--- config.mk ---
export PLATFORM = sky130hd
export DESIGN_NAME = deq_cell
export DESIGN_NICKNAME = d
export VERILOG_FILES = /design/src/hdl/deq_pkg.sv /design/src/hdl/deq_cell.sv
export SDC_FILE = /design/constraint.sdc
export NUM_CORES = 1
export LEC_CHECK = 0
export ABC_AREA = 1
export CAP_MARGIN = 20
export CORE_AREA = 8 8 123 125
export DETAILED_ROUTE_END_ITERATION = 16
export DIE_AREA = 0 0 131 133
export DONT_BUFFER_PORTS = 1
export GPL_TIMING_DRIVEN = 1
export PLACE_DENSITY = 0.55
export SETUP_SLACK_MARGIN = 0.15
export SKIP_LAST_GASP = 1
export SLEW_MARGIN = 25
export SYNTH_ARGS = -nofsm -noshare
export SYNTH_HDL_FRONTEND = slang
export SYNTH_SLANG_ARGS = --single-unit
export TNS_END_PERCENT = 10
--- constraint.sdc ---
create_clock -name clk -period 4.9 [get_ports clk]
set_clock_uncertainty 0.1 [all_clocks]
set_input_delay 0.98 -clock clk [delete_from_list [all_inputs] [get_ports clk]]
set_output_delay 0.98 -clock clk [all_outputs]
set_load 0.05 [all_outputs]
--- src/hdl/deq_pkg.sv ---
// deq_pkg: shared types, codes and elaboration helpers for the double-ended queue
// used by deq_cell, deq_or_tree and double_ended_queue; depends on nothing else

package deq_pkg;

  localparam int DATA_W        = 64;
  localparam int COUNT_OUT_W   = 7;
  localparam int DEPTH_DEFAULT = 64;
  localparam int TREE_FANIN    = 8;

  typedef enum logic [1:0] {
    KIND_PUSH_FRONT = 2'd0,
    KIND_PUSH_BACK  = 2'd1,
    KIND_POP_FRONT  = 2'd2,
    KIND_POP_BACK   = 2'd3
  } kind_t;

  typedef enum logic [1:0] {
    ST_OK    = 2'd0,
    ST_EMPTY = 2'd1,
    ST_FULL  = 2'd2
  } status_t;

  typedef enum logic [1:0] {
    CELL_HOLD,
    CELL_SHIFT_UP,
    CELL_SHIFT_DOWN,
    CELL_APPEND
  } cell_cmd_t;

  typedef enum logic {
    DQ_IDLE,
    DQ_TAIL_WAIT
  } deq_state_t;

  // nodes left after a number of reduction levels
  function automatic int tree_nodes(input int depth, input int level);
    int n;
    n = depth;
    for (int l = 0; l < level; l++) begin
      n = (n + TREE_FANIN - 1) / TREE_FANIN;
    end
    return n;
  endfunction

  // registered levels needed to fold all cells into one word
  function automatic int tree_levels(input int depth);
    int n;
    int l;
    n = TREE_FANIN;
    l = 1;
    while (n < depth) begin
      n = n * TREE_FANIN;
      l = l + 1;
    end
    return l;
  endfunction

endpackage

--- src/hdl/deq_cell.sv ---
// deq_cell: one slot of the queue chain, holds a value and takes from a neighbour
// depends on deq_pkg

module deq_cell #(
  parameter int W   = deq_pkg::DATA_W,
  parameter int CW  = 7,
  parameter int IDX = 0
) (
  input  logic                clk,
  input  deq_pkg::cell_cmd_t  cmd,
  input  logic [CW-1:0]       count,
  input  logic [W-1:0]        value,
  input  logic [W-1:0]        prev_data,
  input  logic [W-1:0]        next_data,
  output logic [W-1:0]        data,
  output logic [W-1:0]        tap
);

  logic [W-1:0] data_r;
  logic [W-1:0] data_nxt;
  logic         is_tail;

  // tail cell is the one just below the fill level
  assign is_tail = (count == CW'(IDX + 1));

  always_comb begin
    data_nxt = data_r;
    case (cmd)
      deq_pkg::CELL_HOLD:       data_nxt = data_r;
      deq_pkg::CELL_SHIFT_UP:   data_nxt = prev_data;
      deq_pkg::CELL_SHIFT_DOWN: data_nxt = next_data;
      deq_pkg::CELL_APPEND: begin
        if (count == CW'(IDX)) begin
          data_nxt = value;
        end
      end
      default:                  data_nxt = data_r;
    endcase
  end

  always_ff @(posedge clk) begin
    data_r <= data_nxt;
  end

  assign data = data_r;
  assign tap  = is_tail ? data_r : '0;

endmodule

==> impl_metrics.toml, run 1 <==
[synth]
synth_fa_ha_area_frac = 0
synth_area_sq_mm = 0.00376
ys_seq_area_frac = 0.511
synth_top_area_cell = "edfxtp_1"
synthTopCellsByArea = "edfxtp_1 (51%), nand3_1 (17%), nand2_1 (13%)"
synth-warning-count = 0
synth.avg_cell_area_sq_um = 7.57
yosysUniqueCellTypes = 11
synthArstFlopShare = 0
synth_compound_area_frac = 0
synth-seq-cells = 64
synth-simple-area-share = 0.379
synth_xor_area_frac = 0
synth-edff-count = 64
synth_ff_type = "edfxtp_1"
yosysMostFrequentCell = "nand2_1"
synth_top_cell_area_share = 0.511
synthesis.nets = 699
synth_top_family_by_area = "simple AND/OR/NAND/NOR gates"
synth.area.mux_share = 0
syn-instance-count = 497
synth_common_cells = "nand2_1 (131), nand3_1 (128), nor2_1 (72)"

[power_and_ir_drop]
p_comb_frac = 0.085
internal-power_mw = 1.08
ir_drop_mv = 0.116
p_switching_mw = 0.602
pwr-share-seq = 0.598
clkPwrFrac = 0.317
finalPower_mw = 1.68
swShare = 0.358
leakagePower_nw = 2.18
power_density_mw_per_mm2 = 367

[layout]
antenna_cells = 0
drive_gt1_frac = 0.145
stdcell_area_sq_mm = 0.00458
largest_reg_flops = 64
fin_nets = 743
final_util = 0.350
synthToLayoutAreaGrowth_pct = 21.6

[global_routing]
antenna_found_initial = 0
grt.busiest_layer = "met2"
grt_usage = 0.149
grt_max_degree = 68
grt_pass1_vias = 3903
grt_overflow = 0
grtUsageMet2 = 0.267
met1_usage = 0.149
met3_usage = 0.0615
grt_first_pass_wirelength_microns = 20100

[job]
drv_cap = 0

[timing]
min_period_ps = 3750
finalHoldViolCount = 0
timing.hold.ws_ps = 747
slew_violations = 0
slew_headroom = 0.355
finalSetupTns_ps = 0
rsz0062_at_grt = "no"
worst_pin_slew_ps = 966
period_share = 0.766
setup_viol = 0
max_clock_freq_ghz = 0.266

[worst_setup_path]
critical_path.cell_chain = "nor2_1 > nand4_4 > nor2_1 > buf_4"
worstSetupStartpointType = "input pin"
required_ps = 3820
crit_arrival_ps = 2670
cpPeakStageDelay_ps = 790
slowest_stage = "nand4_4"
critical_path.max_fanout = 64
path_class = "in -> out"
end_kind = "output pin"
crit_top_cell = "nor2_1"

[clocking]
post_cts_resized = 0
holdBufCountCts = 0
cts_max_path_buffers = 2
root_buffer = "clkbuf_16"
tritoncts = "yes"
cts_buffers = 9
htree_levels = 3
clk_pin_slew_ps = 50
post_cts_buffers = 0
clock_sinks = 64

[placed_design]
dp_hpwl_microns = 10500
place.gp.congestion = 0.802
placed_area_sq_mm = 0.00433
io_buffer_count = 0

[floorplanning]
start_util = 0.288
core_area_sq_mm = 0.0131
die_h_microns = 133
chipWidth_microns = 131
rows = 42
design.die.area_sq_mm = 0.0174
num_io_pins = 330

[routing]
wl_per_cell_microns = 19.2
via_count = 3618
routed_wl_microns = 13900
drc = 0
drtIter0Drc = 264
ant_nets = 0
first_pass_iters = 5
via_per_inst = 5.03

[worst_hold_path]
worstHoldPathType = "in -> reg"

[outcome]
status = "finished clean"
## critical path, delay by kind of cell
kind	cells	cell delay, ps
buffers and inverters	1	260
and+or+nand+nor	3	1400
## final timing paths
check | slack (ps) | startpoint | endpoint | cells past startpoint
max | 1150 | count[5] | tap[58] | 4
min | 750 | next_data[14] | data[14] | 2
## layer usage
metal | up-vias | wire length, microns
met2 | 250 | 7070
met4 | 0 | 209
li1 | 1678 | -
met1 | 1669 | 4970
met3 | 21 | 1600
met5 | - | 0
## power groups by stage
stage	logic [mW]	clock network (mW)	registers (mW)
3_3_place_gp	0.140	0	1.02
2_1_floorplan	0.126	0	0.989
4_1_cts	0.144	0.558	1.01
5_1_grt	0.164	0.579	1.01
6_report	0.143	0.532	1.00
3_5_place_dp	0.144	0	1.02
## layout make-up
cell class,count,area [sq um]
fillers,1333,8510
well taps,176,220
inverters,67,253
flip-flops and latches,64,1920
repair buffers,66,495
clock inverters,3,11.3
clock buffers,11,233
multi-input cells,333,1440
## logic make-up (layout without fill, tap and decap cells)
logic type             count (synthesis)  in the layout
DFF                                   64             64
buffers and inverters                100            147
and+or+nand+nor                      333            333
## stage by stage
stage,instances,worst slack (ps)
3_5_place_dp,706,1210
4_1_cts,720,1200
3_3_place_gp,706,1350
6_report,720,1150
5_1_grt,720,988
2_1_floorplan,497,224
## cells in the final DEF (no fill, tap or decap), drive strengths merged
cell type	Yosys	final
buf	29	66
clkbuf	4	11
clkinv	0	4
edfxtp	64	64
inv	67	66
nand2	131	131
nand3	128	128
nand4	1	1
nor2	73	73
Power figures use the tool's default switching activity.
==> inputs of run 2 (changes only) <==
clock period = 3.25 ns   (was 4.9 ns; I/O delays follow)
==> run 2 against run 1 <==
Largest power group unchanged. Via count is 0.66% lower. Sequential power grew 51%. Power up 57%. Die area did not move. Worst setup slack lost 360 ps.
==> impl_metrics.toml, run 2 (same netlist as run 1, synthesis figures left out) <==
[routing]
wl_per_cell_microns = 19.3
routed_wl_microns = 13900
drc = 0
first_pass_iters = 5
via_count = 3594
drtIter0Drc = 235
ant_nets = 0
via_per_inst = 4.97

[worst_setup_path]
crit_arrival_ps = 1710
critical_path.max_fanout = 64
crit_path_start = "count[5]"
end_kind = "output pin"
setup.worst_path.end = "tap[52]"
required_ps = 2500
path_class = "in -> out"
worstSetupStartpointType = "input pin"

[layout]
synthToLayoutAreaGrowth_pct = 23.0
layout_common_cells = "nand2_1 (131), nand3_1 (128), nor2_1 (71), buf_4 (67), inv_1 (66)"
drive_gt1_frac = 0.155
antenna_cells = 0
final_common_cell = "nand2_1"
fin_nets = 745
largest_reg_flops = 64

[global_routing]
grt_usage = 0.149
met1_usage = 0.149
met3_usage = 0.0514
grt_first_pass_wirelength_microns = 20100
grt_overflow = 0
grt_max_degree = 68
antenna_found_initial = 0
grtUsageMet2 = 0.269
grt_pass1_vias = 3954
grt.busiest_layer = "met2"

[worst_hold_path]
worstHoldPathType = "in -> reg"

[timing]
worst_pin_slew_ps = 678
slew_violations = 0
slew_headroom = 0.548
worst_slack_ps = 787
finalSetupTns_ps = 0
finalHoldViolCount = 0
min_period_ps = 2460
setup_viol = 0
max_clock_freq_ghz = 0.406
rsz0062_at_grt = "no"
period_share = 0.758

[floorplanning]
core_area_sq_mm = 0.0131
start_util = 0.288
num_io_pins = 330
rows = 42
chipWidth_microns = 131
design.die.area_sq_mm = 0.0174
die_h_microns = 133

[job]
drv_cap = 0

[clocking]
clock_sinks = 64
holdBufCountCts = 0
htree_levels = 3
post_cts_resized = 0
root_buffer = "clkbuf_16"
clk_pin_slew_ps = 50
tritoncts = "yes"
post_cts_buffers = 0
cts_buffers = 9
cts_max_path_buffers = 2

[power_and_ir_drop]
power_density_mw_per_mm2 = 570
leakagePower_nw = 2.21
ir_drop_mv = 0.212

[placed_design]
place_ws_ps = 802
io_buffer_count = 0
place.gp.congestion = 0.788
dp_hpwl_microns = 10600

[outcome]
status = "finished clean"
==> run 2: changes by cell type in the layout (fill, tap and decap cells not counted) <==
| cell | before | now |
|---|---|---|
| clkinv_1 | 3 | 1 |
| buf_12 | 0 | 1 |
| bufinv_16 | 0 | 1 |
| clkinv_2 | 1 | 3 |
| nand4_4 | 1 | 0 |
| clkbuf_1 | 2 | 1 |
| inv_2 | 0 | 1 |
| nand4_2 | 0 | 1 |
| buf_4 | 66 | 67 |
==> run 2: worst min path at each step <==
| stage | start | endpoint | slack (ps) | cells after the start |
|---|---|---|---|---|
| floorplan | next_data[0] | data[0] | 740 | 2 |
| global placement | next_data[62] | data[62] | 740 | 2 |
| detailed placement | next_data[58] | data[58] | 750 | 2 |
| CTS | next_data[62] | data[62] | 400 | 2 |
| global route | next_data[58] | data[58] | 400 | 2 |
| finish | next_data[58] | data[58] | 420 | 2 |
==> run 2: routing by layer <==
metal	routed length (microns)	share of wire	up-vias
li1	-	-	1683
met1	4910	0.35	1652
met2	7090	0.51	237
met3	1610	0.12	22
met4	306	0.022	0
met5	0	0	-
==> run 2: layout make-up <==
cell class	instances	area (sq um)
well taps	176	220
repair buffers	68	523
flip-flops and latches	64	1920
fillers	1352	8460
clock inverters	5	48.8
multi-input cells	333	1430
inverters	67	251
clock buffers	10	229
==> run 2: power by group <==
| group | switching [mW] | total, mW | internal (mW) |
|---|---|---|---|
| logic | 0.141 | 0.216 | 0.0751 |
| registers | 0.461 | 1.51 | 1.05 |
| clock network | 0.325 | 0.907 | 0.582 |
| total | 0.927 | 2.64 | 1.71 |
==> run 2: through the flow <==
stage / total power, mW / cells / hold slack, ps / cell area [sq um] / util
floorplan: 1.68 / 497 / 740 / 3770 / -
global placement: 1.75 / 708 / 743 / 4350 / 0.332
detailed placement: 1.75 / 708 / 748 / 4350 / 0.332
CTS: 2.68 / 723 / 397 / 4630 / 0.354
global route: 2.75 / 723 / 400 / 4630 / 0.354
finish: 2.64 / 723 / 415 / 4630 / 0.354
==> run 2: critical path: stages <==
cell and delay [ps]:
nor2_1 170, nand4_2 110, buf_4 340, nor2_1 190, buf_4 220
